`config.mk`:
```
export PLATFORM = sky130hd
export DESIGN_NAME = nal_to_annexb_escape_flat
export DESIGN_NICKNAME = d
export VERILOG_FILES = /design/src/hw/rtl/nte_pkg.sv /design/src/hw/rtl/nte_if.sv /design/src/hw/rtl/nte_front.sv /design/src/hw/rtl/nte_fifo.sv /design/src/hw/rtl/nte_back.sv /design/src/hw/rtl/nal_to_annexb_escape.sv /design/src/flat_wrapper.sv
export SDC_FILE = /design/constraint.sdc
export NUM_CORES = 1
export LEC_CHECK = 0
export BUFFER_PORTS_ARGS = -buffer_cell sky130_fd_sc_hd__buf_2
export CAP_MARGIN = 15
export CORE_ASPECT_RATIO = 0.7
export CORE_MARGIN = 1
export CORE_UTILIZATION = 40
export DETAILED_ROUTE_END_ITERATION = 16
export GPL_TIMING_DRIVEN = 0
export RECOVER_POWER = 25
export SYNTH_ARGS = -nofsm -noshare
export SYNTH_HDL_FRONTEND = slang
export SYNTH_SLANG_ARGS = --single-unit
```
`constraint.sdc`:
```
create_clock -name clk -period 4.24 [get_ports clk]
set_input_delay 0.424 -clock clk [delete_from_list [all_inputs] [get_ports clk]]
set_output_delay 0.424 -clock clk [all_outputs]
set_load 0.005 [all_outputs]
```
`src/hw/rtl/nte_pkg.sv`:
```
// Package for the NAL to Annex B escape block: entry types, opcodes, constants.
// Used by the front, queue, back and top level; depends on nothing.
`timescale 1ns / 1ps

package nte_pkg;

	localparam int unsigned HEAD_LEN   = 4;
	localparam int unsigned FIFO_DEPTH = 4;

	localparam logic [4:0] TYPE_MASK = 5'h1f;
	localparam logic [4:0] TYPE_IDR  = 5'd5;
	localparam logic [4:0] TYPE_SPS  = 5'd7;
	localparam logic [4:0] TYPE_PPS  = 5'd8;
	localparam logic [7:0] ESC_BYTE  = 8'h03;
	localparam logic [7:0] SC_ONE    = 8'h01;

	// What the back part does with one queued transaction
	typedef enum logic [1:0] {
		OP_PASS      = 2'd0,  // one body byte, copied unchanged
		OP_ESC       = 2'd1,  // one body byte, with emulation prevention
		OP_HEAD_PASS = 2'd2,  // the held start code of a NAL that already had one
		OP_HEAD_ESC  = 2'd3   // new start code, header byte, escaped held bytes
	} nte_op_t;

	typedef struct packed {
		nte_op_t          op;
		logic [3:0][7:0]  hold;     // held head bytes; body ops use hold[0]
		logic [2:0]       count;    // held bytes, 1 to 4, for OP_HEAD_ESC
		logic             nal_end;
		logic             key;
	} nte_entry_t;

	// Byte of the 00 00 00 01 start code at position idx
	function automatic logic [7:0] start_code_byte(input logic [1:0] idx);
		logic [7:0] b;
		b = (idx == 2'd3) ? SC_ONE : 8'h00;
		return b;
	endfunction

endpackage

```
`src/hw/rtl/nte_if.sv`:
```
// Valid/ready channel interfaces for the NAL input and the Annex B output.
// No dependencies.
`timescale 1ns / 1ps

interface nte_in_if;
	logic       valid;
	logic       ready;
	logic [7:0] data_byte;
	logic       nal_end;

	modport source (output valid, output data_byte, output nal_end, input ready);
	modport sink   (input valid, input data_byte, input nal_end, output ready);
endinterface

interface nte_out_if;
	logic       valid;
	logic       ready;
	logic [7:0] out_byte;
	logic       out_last;
	logic       key_nal;
	logic       run_last;

	modport source (output valid, output out_byte, output out_last, output key_nal,
		output run_last, input ready);
	modport sink   (input valid, input out_byte, input out_last, input key_nal,
		input run_last, output ready);
endinterface

```
`src/hw/rtl/nte_front.sv`:
```
// Front part: accepts NAL bytes, collects the head, classifies each byte into a queue entry.
// Depends on nte_pkg and nte_if.
`timescale 1ns / 1ps

module nte_front import nte_pkg::*; (
	input  logic         clk,
	input  logic         arst_n,
	nte_in_if.sink       nal,
	output logic         push_valid,
	output nte_entry_t   push_entry,
	input  logic         push_ready
);

	logic [2:0]      head_count_q;
	logic            pass_q;
	logic            key_q;
	logic [3:0][7:0] hold_q;

	logic            accept;
	logic            in_head;
	logic            head_full;
	logic            is_start;
	logic            key_new;
	logic            key_cur;
	logic [4:0]      hdr_type;
	logic [3:0][7:0] hold_next;

	assign nal.ready = push_ready;
	assign accept    = nal.valid && push_ready;

	// Classify the incoming byte
	always_comb begin
		in_head   = head_count_q < 3'(HEAD_LEN);
		head_full = in_head && (head_count_q == 3'(HEAD_LEN - 1));
		hdr_type  = nal.data_byte[4:0] & TYPE_MASK;
		key_new   = (hdr_type == TYPE_IDR) || (hdr_type == TYPE_SPS) ||
			(hdr_type == TYPE_PPS);
		key_cur   = (head_count_q == 3'd0) ? key_new : key_q;
		hold_next = hold_q;
		if (in_head) begin
			hold_next[head_count_q[1:0]] = nal.data_byte;
		end
		is_start  = (hold_next[0] == 8'h00) && (hold_next[1] == 8'h00) &&
			(hold_next[2] == 8'h00) && (hold_next[3] == SC_ONE);
	end

	// Build the queue entry
	always_comb begin
		push_entry.hold    = hold_next;
		push_entry.nal_end = nal.nal_end;
		push_entry.key     = key_cur;
		push_entry.count   = 3'd1;
		push_entry.op      = OP_ESC;
		push_valid         = 1'b0;
		if (in_head) begin
			if (head_full) begin
				push_entry.op    = is_start ? OP_HEAD_PASS : OP_HEAD_ESC;
				push_entry.count = 3'(HEAD_LEN);
				push_valid       = accept;
			end else if (nal.nal_end) begin
				push_entry.op    = OP_HEAD_ESC;
				push_entry.count = head_count_q + 3'd1;
				push_valid       = accept;
			end
		end else begin
			push_entry.hold[0] = nal.data_byte;
			push_entry.op      = pass_q ? OP_PASS : OP_ESC;
			push_valid         = accept;
		end
	end

	// Advance the head state
	always_ff @(posedge clk or negedge arst_n) begin
		if (!arst_n) begin
			head_count_q <= 3'd0;
			pass_q       <= 1'b0;
			key_q        <= 1'b0;
		end else if (accept) begin
			if (nal.nal_end) begin
				head_count_q <= 3'd0;
				pass_q       <= 1'b0;
				key_q        <= 1'b0;
			end else begin
				key_q <= key_cur;
				if (in_head) begin
					head_count_q <= head_count_q + 3'd1;
				end
				if (head_full) begin
					pass_q <= is_start;
				end
			end
		end
	end

	// Hold the head bytes
	always_ff @(posedge clk) begin
		if (accept && in_head) begin
			hold_q <= hold_next;
		end
	end

endmodule

```
`src/hw/rtl/nte_fifo.sv`:
```
// Short queue of classified entries between the front and back parts.
// Depends on nte_pkg.
`timescale 1ns / 1ps

module nte_fifo import nte_pkg::*; #(
	parameter int unsigned Depth = FIFO_DEPTH
) (
	input  logic       clk,
	input  logic       arst_n,
	input  logic       push_valid,
	input  nte_entry_t push_entry,
	output logic       push_ready,
	output logic       pop_valid,
	output nte_entry_t pop_entry,
	input  logic       pop
);

	localparam int unsigned PtrW = (Depth > 1) ? $clog2(Depth) : 1;
	localparam int unsigned CntW = $clog2(Depth + 1);

	nte_entry_t      mem_q [Depth];
	logic [PtrW-1:0] wr_ptr_q;
	logic [PtrW-1:0] rd_ptr_q;
	logic [CntW-1:0] count_q;
	logic            do_push;
	logic            do_pop;

	assign push_ready = count_q != CntW'(Depth);
	assign pop_valid  = count_q != '0;
	assign pop_entry  = mem_q[rd_ptr_q];
	assign do_push    = push_valid && push_ready;
	assign do_pop     = pop && pop_valid;

	// Advance pointers and fill count
	always_ff @(posedge clk or negedge arst_n) begin
		if (!arst_n) begin
			wr_ptr_q <= '0;
			rd_ptr_q <= '0;
			count_q  <= '0;
		end else begin
			if (do_push) begin
				wr_ptr_q <= (wr_ptr_q == PtrW'(Depth - 1)) ? '0 : wr_ptr_q + 1'b1;
			end
			if (do_pop) begin
				rd_ptr_q <= (rd_ptr_q == PtrW'(Depth - 1)) ? '0 : rd_ptr_q + 1'b1;
			end
			if (do_push && !do_pop) begin
				count_q <= count_q + 1'b1;
			end else if (do_pop && !do_push) begin
				count_q <= count_q - 1'b1;
			end
		end
	end

	// Store entries
	always_ff @(posedge clk) begin
		if (do_push) begin
			mem_q[wr_ptr_q] <= push_entry;
		end
	end

endmodule

```
`src/hw/rtl/nte_back.sv`:
```
// Back part: expands each queued entry into output bytes, inserts escape bytes.
// Depends on nte_pkg and nte_if.
`timescale 1ns / 1ps

module nte_back import nte_pkg::*; (
	input  logic       clk,
	input  logic       arst_n,
	input  logic       q_valid,
	input  nte_entry_t q_entry,
	output logic       q_pop,
	nte_out_if.source  annexb
);

	logic [2:0] pos_q;
	logic       esc_q;
	logic [1:0] zero_run_q;
	logic       out_valid_q;
	logic [7:0] out_byte_q;
	logic       out_last_q;
	logic       key_q;
	logic       run_last_q;

	logic [7:0] cur_byte;
	logic       escapable;
	logic       is_final;
	logic       clear_run;
	logic       need_esc;
	logic       advance;

	assign annexb.valid    = out_valid_q;
	assign annexb.out_byte = out_byte_q;
	assign annexb.out_last = out_last_q;
	assign annexb.key_nal  = key_q;
	assign annexb.run_last = run_last_q;

	// Select the byte at the current position of the entry
	always_comb begin
		cur_byte  = q_entry.hold[0];
		escapable = 1'b0;
		is_final  = 1'b1;
		clear_run = 1'b0;
		case (q_entry.op)
			OP_PASS: begin
				escapable = 1'b0;
			end
			OP_ESC: begin
				escapable = 1'b1;
			end
			OP_HEAD_PASS: begin
				cur_byte = start_code_byte(pos_q[1:0]);
				is_final = pos_q == 3'(HEAD_LEN - 1);
			end
			OP_HEAD_ESC: begin
				cur_byte  = pos_q[2] ? q_entry.hold[pos_q[1:0]] : start_code_byte(pos_q[1:0]);
				escapable = pos_q[2] && (pos_q[1:0] != 2'd0);
				clear_run = pos_q == 3'(HEAD_LEN);
				is_final  = pos_q == (q_entry.count + 3'(HEAD_LEN - 1));
			end
			default: begin
				escapable = 1'b0;
			end
		endcase
		need_esc = escapable && (zero_run_q == 2'd2) && (cur_byte <= ESC_BYTE) && !esc_q;
		advance  = q_valid && (!out_valid_q || annexb.ready);
		q_pop    = advance && !need_esc && is_final;
	end

	// Step through the entry and track the zero run
	always_ff @(posedge clk or negedge arst_n) begin
		if (!arst_n) begin
			pos_q       <= 3'd0;
			esc_q       <= 1'b0;
			zero_run_q  <= 2'd0;
			out_valid_q <= 1'b0;
		end else if (advance) begin
			out_valid_q <= 1'b1;
			if (need_esc) begin
				esc_q      <= 1'b1;
				zero_run_q <= 2'd0;
			end else begin
				esc_q <= 1'b0;
				pos_q <= is_final ? 3'd0 : pos_q + 3'd1;
				if ((is_final && q_entry.nal_end) || clear_run) begin
					zero_run_q <= 2'd0;
				end else if (escapable) begin
					if (cur_byte == 8'h00) begin
						zero_run_q <= (zero_run_q == 2'd2) ? 2'd2 : zero_run_q + 2'd1;
					end else begin
						zero_run_q <= 2'd0;
					end
				end
			end
		end else if (annexb.ready) begin
			out_valid_q <= 1'b0;
		end
	end

	// Load the output register
	always_ff @(posedge clk) begin
		if (advance) begin
			key_q <= q_entry.key;
			if (need_esc) begin
				out_byte_q <= ESC_BYTE;
				out_last_q <= 1'b0;
				run_last_q <= 1'b0;
			end else begin
				out_byte_q <= cur_byte;
				out_last_q <= is_final && q_entry.nal_end;
				run_last_q <= is_final;
			end
		end
	end

endmodule

```
`src/hw/rtl/nal_to_annexb_escape.sv`:
```
// NAL to Annex B converter: start code insertion and emulation prevention.
// Body bytes pass the entry queue and the output register; head bytes wait for the fourth.
// Throughput: one input byte per cycle while the entry queue has room; the back part sends
// a head as start code and held bytes, and an escape byte before each escaped byte.
// Reset (arst_n, asynchronous) clears head state, queue and output register; no sweep.
`timescale 1ns / 1ps

module nal_to_annexb_escape import nte_pkg::*; #(
	parameter int unsigned FifoDepth = FIFO_DEPTH
) (
	input  logic       clk,
	input  logic       arst_n,
	nte_in_if.sink     nal,
	nte_out_if.source  annexb
);

	logic       push_valid;
	nte_entry_t push_entry;
	logic       push_ready;
	logic       q_valid;
	nte_entry_t q_entry;
	logic       q_pop;

	// Classify input bytes
	nte_front u_front (
		.clk        (clk),
		.arst_n     (arst_n),
		.nal        (nal),
		.push_valid (push_valid),
		.push_entry (push_entry),
		.push_ready (push_ready)
	);

	// Queue entries
	nte_fifo #(
		.Depth (FifoDepth)
	) u_fifo (
		.clk        (clk),
		.arst_n     (arst_n),
		.push_valid (push_valid),
		.push_entry (push_entry),
		.push_ready (push_ready),
		.pop_valid  (q_valid),
		.pop_entry  (q_entry),
		.pop        (q_pop)
	);

	// Expand entries into output bytes
	nte_back u_back (
		.clk     (clk),
		.arst_n  (arst_n),
		.q_valid (q_valid),
		.q_entry (q_entry),
		.q_pop   (q_pop),
		.annexb  (annexb)
	);

	// The final byte of a NAL always closes the run of its input byte
	a_last_closes_run: assert property (@(posedge clk) disable iff (!arst_n)
		annexb.valid && annexb.out_last |-> annexb.run_last)
		else $error("out_last without run_last");

	// Within a run the next result follows without a gap
	a_run_continues: assert property (@(posedge clk) disable iff (!arst_n)
		annexb.valid && annexb.ready && !annexb.run_last |=> annexb.valid)
		else $error("gap inside a result run");

	// Input stalls only while the queue holds entries
	a_stall_queue_busy: assert property (@(posedge clk) disable iff (!arst_n)
		!nal.ready |-> q_valid)
		else $error("input stalled with empty queue");

endmodule
```
`src/flat_wrapper.sv`:
```
// flat-port wrapper written by rule: the top's interface ports become plain ports
module nal_to_annexb_escape_flat import nte_pkg::*;
#(
	parameter int unsigned FifoDepth = FIFO_DEPTH
)
  (clk, arst_n, nal_valid, nal_data_byte, nal_nal_end, nal_ready, annexb_valid, annexb_out_byte, annexb_out_last, annexb_key_nal, annexb_run_last, annexb_ready);
  nte_in_if nal_i ();
  nte_out_if annexb_i ();
  input  logic clk;
  input  logic arst_n;
  input wire logic [$bits(nal_i.valid)-1:0] nal_valid;
  input wire logic [$bits(nal_i.data_byte)-1:0] nal_data_byte;
  input wire logic [$bits(nal_i.nal_end)-1:0] nal_nal_end;
  output wire logic [$bits(nal_i.ready)-1:0] nal_ready;
  output wire logic [$bits(annexb_i.valid)-1:0] annexb_valid;
  output wire logic [$bits(annexb_i.out_byte)-1:0] annexb_out_byte;
  output wire logic [$bits(annexb_i.out_last)-1:0] annexb_out_last;
  output wire logic [$bits(annexb_i.key_nal)-1:0] annexb_key_nal;
  output wire logic [$bits(annexb_i.run_last)-1:0] annexb_run_last;
  input wire logic [$bits(annexb_i.ready)-1:0] annexb_ready;
  assign nal_i.valid = nal_valid;
  assign nal_i.data_byte = nal_data_byte;
  assign nal_i.nal_end = nal_nal_end;
  assign nal_ready = nal_i.ready;
  assign annexb_valid = annexb_i.valid;
  assign annexb_out_byte = annexb_i.out_byte;
  assign annexb_out_last = annexb_i.out_last;
  assign annexb_key_nal = annexb_i.key_nal;
  assign annexb_run_last = annexb_i.run_last;
  assign annexb_i.ready = annexb_ready;
  nal_to_annexb_escape #(.FifoDepth(FifoDepth)) u_core (.clk(clk), .arst_n(arst_n), .nal(nal_i), .annexb(annexb_i));
endmodule
```
# Yosys cells after proc, flatten, opt, wreduce, memory -nomap -nowiden
# Memory sizes are Yosys's and may differ from the RTL's.
# Index checks and enable logic that the tools add are counted.
[classes] addsub=8 n_lt_le_gt_ge=5 n_eq_ne=16 mux=45 n_bitwise=1 n_reduce_logical=44
[op_table] cell="bitwise mux 32 bit" count=1
[op_table] cell="logical NOT 8 bit" count=4
[op_table] cell="2-to-1 mux 32 bit" count=1
[op_table] cell="2-to-1 mux 8 bit" count=4
[op_table] cell="2-to-1 mux 3 bit" count=8
[op_table] cell="2-to-1 mux 2 bit" count=10
[op_table] cell="logical AND 1 bit" count=19
[op_table] cell="binary-select mux 8 bit (select 2 bit)" count=1
[op_table] cell="demux 8 bit (select 2 bit)" count=1
[op_table] cell="2-to-1 mux 1 bit" count=16
[op_table] cell="case mux 8 bit (2 select lines)" count=1
[op_table] cell="equality test 2 bit (second input constant)" count=6
[op_table] cell="equality test 5 x 3 -> 1 bit (second input constant)" count=2
[op_table] cell="nonzero test 2 bit" count=5
[op_table] cell="adder 3 x 1 -> 3 bit (second input constant)" count=3
[op_table] cell="equality test 8 x 1 -> 1 bit (second input constant)" count=1
[op_table] cell="<= comparator 8 x 2 -> 1 bit (second input constant)" count=1
[op_table] cell="AND reduction 2 bit" count=4
[op_table] cell="adder 2 x 1 -> 2 bit (second input constant)" count=3
[op_table] cell="equality test 3 x 2 -> 1 bit (second input constant)" count=2
[op_table] cell="less-than comparator 2 x 3 -> 1 bit (second input constant)" count=2
[op_table] cell="nonzero test 3 bit" count=2
[op_table] cell="equality test 5 x 4 -> 1 bit (second input constant)" count=1
[op_table] cell="logical NOT 1 bit" count=5
[op_table] cell="other kinds (12)" count=16
[totals] reg_bits=62 mem_bits_rw=156 in_bits=13 output_inout_bits=13 elab_cells=138 n_memories=1
[memory_table] name="u_core.u_fifo.mem_q" words=4 width=39 read_ports=1 rd_ports_with_merged_regs=0 wr=1 line="nte_fifo.sv:21" source="nte_entry_t mem_q [Depth];"

# Longest topological paths before layout
# Gate-level depths: netlist of run 1.
# An unclocked memory read counts as a cell.
[depth] word_depth=15 mapped_depth=17 ltp_nobuf=14

# By module
# Synthesis of run 1 repeated with hierarchy kept, for this count alone.
[unflattened] hier_cells=545 area_unflattened_um2=9674.3
[modules_own_cells] module="nte_fifo" instances=1 cells_each=240 area_per_inst_um2=6055.8
[modules_own_cells] module="nte_front" instances=1 cells_each=196 area_per_inst_um2=2347.3
[modules_own_cells] module="nte_back" instances=1 cells_each=109 area_per_inst_um2=1271.2

# Worst setup path after synthesis of run 1
# Ideal clock, no wire load.
[synth_path] kind="flip-flop to flip-flop" startpoint="register u_core.u_fifo.rd_ptr_q[0]" endpoint="register u_core.u_fifo.count_q[1]" setup_ns=0.125 arrival_ns=3.439 required_ns=4.115 setup_slack_ns=0.677 stages_incl_launch_ff=16 n_path_buf=3 path_cell_list="dfrtp_1 > buf_6 > buf_6 > buf_6 > mux4_2 > inv_1 > ha_1 > nor3_1 > a32o_1 > a22oi_1 > o21ai_0 > nand3b_2 > ha_1 > inv_1 > fa_1 > mux2_2"
[synth_via] elab_chain_len=15 elab_cells_between_ends=25 classes_between="1 x add/sub; 1 x order compare; 4 x eq/ne; 7 x mux; 11 x reduce/logical; 1 x memory"
[synth_lines] item="from (decl)" line="nte_fifo.sv:23" source="logic [PtrW-1:0] rd_ptr_q;"
[synth_lines] item="from (signal assigned)" line="nte_fifo.sv:45" source="rd_ptr_q <= (rd_ptr_q == PtrW'(Depth - 1)) ? '0 : rd_ptr_q + 1'b1;"
[synth_lines] item="memory read (4 x 39 bit) *"
[synth_lines] item="binary-select mux 8 bit (select 2 bit)" line="nte_back.sv:54" source="cur_byte = pos_q[2] ? q_entry.hold[pos_q[1:0]] : start_code_byte(pos_q[1:0]);"
[synth_lines] item="2-to-1 mux 8 bit (implied by the code)" line="nte_back.sv:54"
[synth_lines] item="2-to-1 mux 8 bit" line="nte_back.sv:54"
[synth_lines] item="case mux 8 bit (2 select lines)" line="nte_back.sv:42" source="case (q_entry.op)"
[synth_lines] item="<= comparator 8 x 2 -> 1 bit" line="nte_back.sv:63" source="need_esc = escapable && (zero_run_q == 2'd2) && (cur_byte <= ESC_BYTE) && !esc_q;"
[synth_lines] item="logical AND 1 bit (2 in a row)" line="nte_back.sv:63"
[synth_lines] item="logical NOT 1 bit" line="nte_back.sv:65" source="q_pop = advance && !need_esc && is_final;"
[synth_lines] item="logical AND 1 bit" line="nte_back.sv:65"
[synth_lines] item="logical AND 1 bit *" line="nte_back.sv:65"
[synth_lines] item="logical AND 1 bit *" line="nte_fifo.sv:32" source="assign do_pop = pop && pop_valid;"
[synth_lines] item="logical NOT 1 bit" line="nte_fifo.sv:47" source="if (do_push && !do_pop) begin"
[synth_lines] item="logical AND 1 bit" line="nte_fifo.sv:47"
[synth_lines] item="2-to-1 mux 3 bit / nonzero test 2 bit (equally long branches)"
[synth_lines] item="to (signal assigned)" line="nte_fifo.sv:48" source="count_q <= count_q + 1'b1;"
[synth_lines] item="to (signal assigned)" line="nte_fifo.sv:50" source="count_q <= count_q - 1'b1;"
[synth_lines] item="to (decl)" line="nte_fifo.sv:24" source="logic [CntW-1:0] count_q;"
# Every way passes the cells marked *; elsewhere a longest branch is shown, timed or not. The select of a mux whose other input is x is not followed.
# A chain may end at the register's enable or synchronous reset.

# Final worst setup path of run 1
[layout_path] startpoint="register u_core.u_fifo.rd_ptr_q[0]" endpoint="register u_core.u_fifo.count_q[2]"
# Same word-level chain as after synthesis.

==> flow_metrics.py, run 1 <==
metrics = {
    "final_layout": {
        "ff_latch_area_um2": 6450,
        "layout.nets": 598,
        "diodes": 0,
        "fillers": 1927,
        "synthToLayoutAreaGrowth_pct": 13.7,
        "multiInputGateArea_um2": 2650,
        "drive_gt1_share_pct": 24.2,
        "layout.cells.most_common": "edfxtp_1",
        "final_util_pct": 46.7,
        "final_area_um2": 10600,
        "stdcell_count": 895,
        "most-common-layout-cells": "edfxtp_1 (199), mux2_2 (34), mux4_2 (27), clkbuf_16 (23)",
    },
    "timing": {
        "relSlewSlack_pct": 22.9,
        "rsz0062_at_grt": "no",
        "fin_crit_sh_pct": 94.8,
        "worst_pin_slew_ns": 1.16,
        "setup_viol": 0,
        "slew_violations": 0,
        "setup_tns_ns": 0,
        "min_period_ns": 4.02,
        "fmax_mhz": 249,
        "skew_ns": 0.0164,
        "hold_viol": 0,
    },
    "synthesis": {
        "synth_area_per_cell_um2": 18.2,
        "synth_ff_type": "edfxtp_1",
        "yosysSeqAreaShare_pct": 69.2,
        "ys_types": 59,
        "synthesis.area_um2": 9330,
        "synth_fp_nets": 543,
        "async_flop_share_pct": 8.72,
        "syn_inst": 513,
        "ys.warnings.count": 0,
        "ys_seq_elements": 218,
        "synth-edff-count": 199,
    },
    "pwr": {
        "p_int_w": 0.00522,
        "seqPwrFrac_pct": 42.0,
        "p_clk_share_pct": 23.4,
        "p_comb_share_pct": 34.6,
        "p_sw_w": 0.00254,
        "ir_drop_v": 0.000320,
        "p_per_area_nw_per_um2": 732,
        "p_leak_nw": 3.59,
        "finalPower_w": 0.00776,
        "swShare_pct": 32.7,
    },
    "worst_setup_path": {
        "critical_path_required_ns": 4.67,
        "slowest_stage": "mux4_1",
        "end_kind": "register",
        "crit_arrival_ns": 4.45,
        "start_kind": "register",
        "path_class": "register to register",
        "cpPeakStageDelay_ns": 0.58,
        "r2r_slack_ns": 0.22,
        "cp_cell_sequence": "buf_6, buf_12, mux4_1, a22oi_1, nand2_1, o41ai_2, and4b_1, nand3b_2, ha_1, inv_1, fa_1, xor2_1, nor2_1, xor2_1",
        "worstPathMaxFanout": 10,
        "path_common_cell": "xor2_1",
    },
    "global_route": {
        "antenna_found_initial": 0,
        "grt_max_degree": 33,
        "grt_pass1_vias": 4873,
        "grt_util_all_layers_pct": 17.3,
        "grt_pass1_wl_um": 30200,
        "grt_overflow": 0,
    },
    "floorplan": {
        "dieWidth_um": 185,
        "initial_utilization_pct": 41.0,
        "rows": 46,
        "die_y_um": 130,
        "die_area_um2": 23900,
        "core_um2": 22700,
        "ioPinCount": 26,
    },
    "placement": {
        "hpwl_um": 13500,
        "io_buffers": 25,
        "dp_cells": 854,
        "post_dp_cell_area_um2": 9940,
        "gp_congestion": 0.785,
    },
    "detailed_routing": {
        "finalWirelength_um": 19700,
        "drtAntennaViolNets": 0,
        "drt_iter0_drc": 448,
        "drt_drc_violations_left": 0,
        "vias": 4856,
        "drt_pass1_iterations": 6,
        "viasPerCell": 5.43,
        "wl_per_cell_um": 22.1,
    },
    "clock_tree": {
        "clk_pin_slew_ns": 0.06,
        "cts_sinks": 218,
        "cts-root-buf": "clkbuf_16",
        "clock_latency_ns": 0.52,
        "cts-buffers-inserted": 23,
        "cts_tree": "done",
        "cts_buffer_depth": 3,
        "htreeDepth": 1,
    },
    "run_status": {
        "status": "finished clean",
    },
    "hold_path": {
        "hold_path_class": "input port to register",
    },
    "job": {
        "maxCapViolCount": 0,
    },
}
==> cells in the mapped netlist (all sizes together) (2+ instances only) <==
master,number,area share [%]
nand2b,3,0.20
nor4,7,0.47
ha,16,2.1
nor2b,2,0.13
nand2,20,0.80
inv,17,0.68
buf,10,1.1
a21o,2,0.16
edfxtp,199,64
mux2i,4,0.43
clkbuf,11,0.70
and2,6,0.40
nor2,21,0.87
a21oi,6,0.32
mux2,47,5.7
mux4,39,9.9
o21ai,14,0.79
a22oi,18,1.4
nor3,7,0.38
nand4,2,0.13
nand3b,2,0.20
nand4b,2,0.19
nand3,3,0.16
dfrtp,19,5.1
xnor2,4,0.38
xor2,2,0.19
a22o,10,0.95
==> power by group through the flow <==
stage	logic, W	clock network [W]	registers [W]
2_1_floorplan	0.00187	0	0.00328
3_3_place_gp	0.00258	0	0.00330
3_5_place_dp	0.00271	0	0.00330
4_1_cts	0.00272	0.00184	0.00326
5_1_grt	0.00293	0.00192	0.00331
6_report	0.00269	0.00181	0.00326
==> stage by stage <==
step,setup slack (ns),hold slack (ns)
after floorplan,0.677,0.128
after global placement,0.195,0.410
after detailed placement,0.136,0.418
after CTS,0.111,0.0949
after global routing,0.0160,0.102
final,0.220,0.103
==> layout make-up <==
class                           instances  area share, %
Tap cell                              312           3.68
Clock buffer                           27           5.57
Clock inverter                         13          0.672
Sequential cell                       218           60.8
Buffer                                 22           1.71
Inverter                               17          0.602
Timing Repair Buffer                   30           1.95
Multi-Input combinational cell        256           25.0
==> layer usage <==
metal / global-route usage, % / wire [um] / up-vias
met5: 0 / 0 / -
li1: - / - / 2183
met4: 4.31 / 440 / 0
met3: 3.68 / 1120 / 27
met1: 26.6 / 9830 / 2520
met2: 25.1 / 8350 / 126
==> worst max-delay path: cells and delay by family, from the launching register on <==
kind            cells  cell delay [ns]
mux                 1             0.58
fa+ha+maj           2             0.60
compound gates      2             0.83
simple gates        4             0.85
flops               1             0.37
xor+xnor            2             0.33
buf+inv             3             0.37
==> cell families after synthesis <==
kind of cell	synth area share (%)
AO/OA/AOI/OAI	4.71
XOR/XNOR	0.563
adder cells (fa/ha/maj)	2.36
buffers and inverters	2.64
flip-flops	69.2
multiplexers	16.0
AND/OR/NAND/NOR	4.56
==> what timing repair did <==
action,4_1_cts,5_1_grt
setup buffers,0,0
endpoints found under the setup margin,0,2
resized for setup,0,2
hold buffers,1,0
hold endpoints to repair,19,0
==> flip-flops by register name (all words and copies together), names as in the netlist, 2 cells and up <==
register and cells:
u_core.u_fifo.count_q 3, u_core.u_front.head_count_q 3, u_core.u_back.annexb.out_byte 8, u_core.u_back.zero_run_q 2, u_core.u_fifo.rd_ptr_q 2, u_core.u_fifo.mem_q 156, u_core.u_fifo.wr_ptr_q 2, u_core.u_back.pos_q 3
u_core.u_front.hold_q 32
==> worst paths after layout <==
path,from,to,cells after the start
max,u_core.u_fifo.rd_ptr_q[0],u_core.u_fifo.count_q[2],14
min,nal_valid,u_core.u_front.head_count_q[2],2
max reg2reg,u_core.u_fifo.rd_ptr_q[0],u_core.u_fifo.count_q[2],14
min reg2reg,u_core.u_fifo.count_q[2],u_core.u_fifo.count_q[2],1
max in group asynchronous,arst_n,u_core.u_back.esc_q,2
min in group asynchronous,arst_n,u_core.u_front.key_q,2
Note: power is estimated with default switching activity, not from simulation.
==> inputs of run 2 (changes only) <==
--- a/config.mk
+++ b/config.mk
@@ -13,6 +13,8 @@
 export DETAILED_ROUTE_END_ITERATION = 16
 export GPL_TIMING_DRIVEN = 0
 export RECOVER_POWER = 25
+export REMOVE_ABC_BUFFERS = 1
+export SLEW_MARGIN = 30
 export SYNTH_ARGS = -nofsm -noshare
 export SYNTH_HDL_FRONTEND = slang
 export SYNTH_SLANG_ARGS = --single-unit
==> run 2 against run 1 <==
Net effect:
- via count is 2.0% lower
- fmax shrank 0.60%
- critical endpoint unchanged
- the flow now finishes with violations (max-capacitance violations, max-slew violations)
- combinational power fell by 5%
- routed wire length is 4.0% lower
- non-clock buffer count is 16 lower
- largest cell class unchanged
==> flow_metrics.py, run 2 (synthesized netlist as in run 1, its figures left out) <==
metrics = {
    "timing": {
        "whs_ns": 0.113,
        "fmax_mhz": 247,
        "slew_violations": 16,
        "skew_ns": 0.0132,
        "fin_crit_sh_pct": 95.4,
        "worst_pin_slew_ns": 1.78,
        "min_period_ns": 4.04,
        "setup_tns_ns": 0,
        "rsz0062_at_grt": "no",
        "hold_viol": 0,
        "relSlewSlack_pct": -19.3,
        "setup_viol": 0,
    },
    "clock_tree": {
        "cts_buffer_depth": 3,
        "clk_pin_slew_ns": 0.06,
        "htreeDepth": 1,
        "cts_tree": "done",
        "cts-buffers-inserted": 22,
        "cts-root-buf": "clkbuf_16",
        "cts_sinks": 218,
        "clock_latency_ns": 0.50,
    },
    "worst_setup_path": {
        "path_class": "register to register",
        "end_kind": "register",
        "r2r_slack_ns": 0.20,
        "worstPathMaxFanout": 32,
        "start_kind": "register",
        "crit_arrival_ns": 4.47,
        "critical_path_required_ns": 4.67,
    },
    "final_layout": {
        "largest_reg_flops": 156,
        "ff_latch_area_um2": 6460,
        "top_register": "u_core.u_fifo.mem_q",
        "layout.nets": 581,
        "final_util_pct": 46.7,
        "drive_gt1_share_pct": 23.8,
        "layout.cells.most_common": "edfxtp_1",
        "fillers": 1912,
        "diodes": 0,
        "most-common-layout-cells": "edfxtp_1 (199), mux2_2 (37), mux4_2 (27), clkbuf_16 (23)",
        "multiInputGateArea_um2": 2670,
        "synthToLayoutAreaGrowth_pct": 13.7,
    },
    "pwr": {
        "ir_drop_v": 0.000398,
        "finalPower_w": 0.00781,
        "p_per_area_nw_per_um2": 736,
        "p_leak_nw": 3.57,
    },
    "floorplan": {
        "rows": 46,
        "die_y_um": 130,
        "ioPinCount": 26,
        "core_um2": 22700,
        "die_area_um2": 23900,
        "dieWidth_um": 185,
        "initial_utilization_pct": 41.0,
    },
    "placement": {
        "io_buffers": 25,
        "gp_congestion": 0.778,
        "hpwl_um": 12100,
    },
    "detailed_routing": {
        "drt_pass1_iterations": 5,
        "viasPerCell": 5.42,
        "finalWirelength_um": 19000,
        "drtAntennaViolNets": 0,
        "vias": 4761,
        "drt_iter0_drc": 545,
        "wl_per_cell_um": 21.6,
        "drt_drc_violations_left": 0,
    },
    "global_route": {
        "grt_overflow": 0,
        "grt_pass1_vias": 4861,
        "grt_pass1_wl_um": 29500,
        "grt_max_degree": 43,
        "antenna_found_initial": 0,
        "grt_util_all_layers_pct": 16.8,
    },
    "run_status": {
        "violations": "max-capacitance violations, max-slew violations",
        "status": "finished, violations left",
    },
    "hold_path": {
        "hold_path_class": "input port to register",
    },
    "job": {
        "maxCapViolCount": 1,
    },
}
run 2: critical path, stage by stage, from the launching register on:
cell and delay (ns):
dfrtp_4 0.48, buf_16 0.26, mux4_1 0.61, a22oi_2 0.30, nand2_1 0.19, o41ai_2 0.42
and4b_1 0.34, nand3b_2 0.24, ha_1 0.23, inv_1 0.06, fa_1 0.37, xor2_1 0.16
nor2_1 0.11, xor2_1 0.15
run 2: power breakdown:
part	leakage, nW	total (W)	internal [W]	switching (W)
clock	0.355	0.00194	0.00117	0.000774
sequential	2.06	0.00331	0.00311	0.000193
combinational	1.16	0.00256	0.00109	0.00147
run 2: path summary, 6_finish.rpt:
| check | from | depth (start not counted) | endpoint |
|---|---|---|---|
| worst max-delay path | u_core.u_fifo.rd_ptr_q[0] | 13 | u_core.u_fifo.count_q[2] |
| worst min-delay path | nal_valid | 2 | u_core.u_front.head_count_q[2] |
| worst max register to register | u_core.u_fifo.rd_ptr_q[0] | 13 | u_core.u_fifo.count_q[2] |
| worst min register to register | u_core.u_back.esc_q | 1 | u_core.u_back.esc_q |
| max in group asynchronous | arst_n | 2 | u_core.u_fifo.rd_ptr_q[1] |
| min in group asynchronous | arst_n | 2 | u_core.u_fifo.rd_ptr_q[0] |
run 2: area by class of cell:
type	count	share of cell area (%)
Sequential cell	218	60.9
Multi-Input combinational cell	256	25.1
Clock buffer	28	5.60
Tap cell	312	3.68
Timing Repair Buffer	36	2.88
Clock inverter	12	1.21
Inverter	17	0.601
run 2: timing repair:
action / CTS / global route
setup endpoints to repair: 1 / 2
cloned: 0 / 0
gates resized for setup: 1 / 3
hold buffers: 1 / 0
buffers inserted: 0 / 3
hold endpoints to repair: 19 / 0
run 2: metrics by stage:
step	cells	setup slack, ns	cell area, um^2
final	879	0.195	10600
after global routing	879	0.0373	10600
after CTS	876	0.0301	10600
after detailed placement	835	-0.00634	9860
after global placement	828	-1.51	9660
after floorplan	491	-0.402	9150
run 2: layer usage:
metal	up-vias	share of wire (%)	GRT usage, %
met5	-	0	0
met4	0	2.1	4.02
met3	29	6.0	3.18
met2	125	45	26.3
met1	2460	46	24.3
li1	2147	-	-
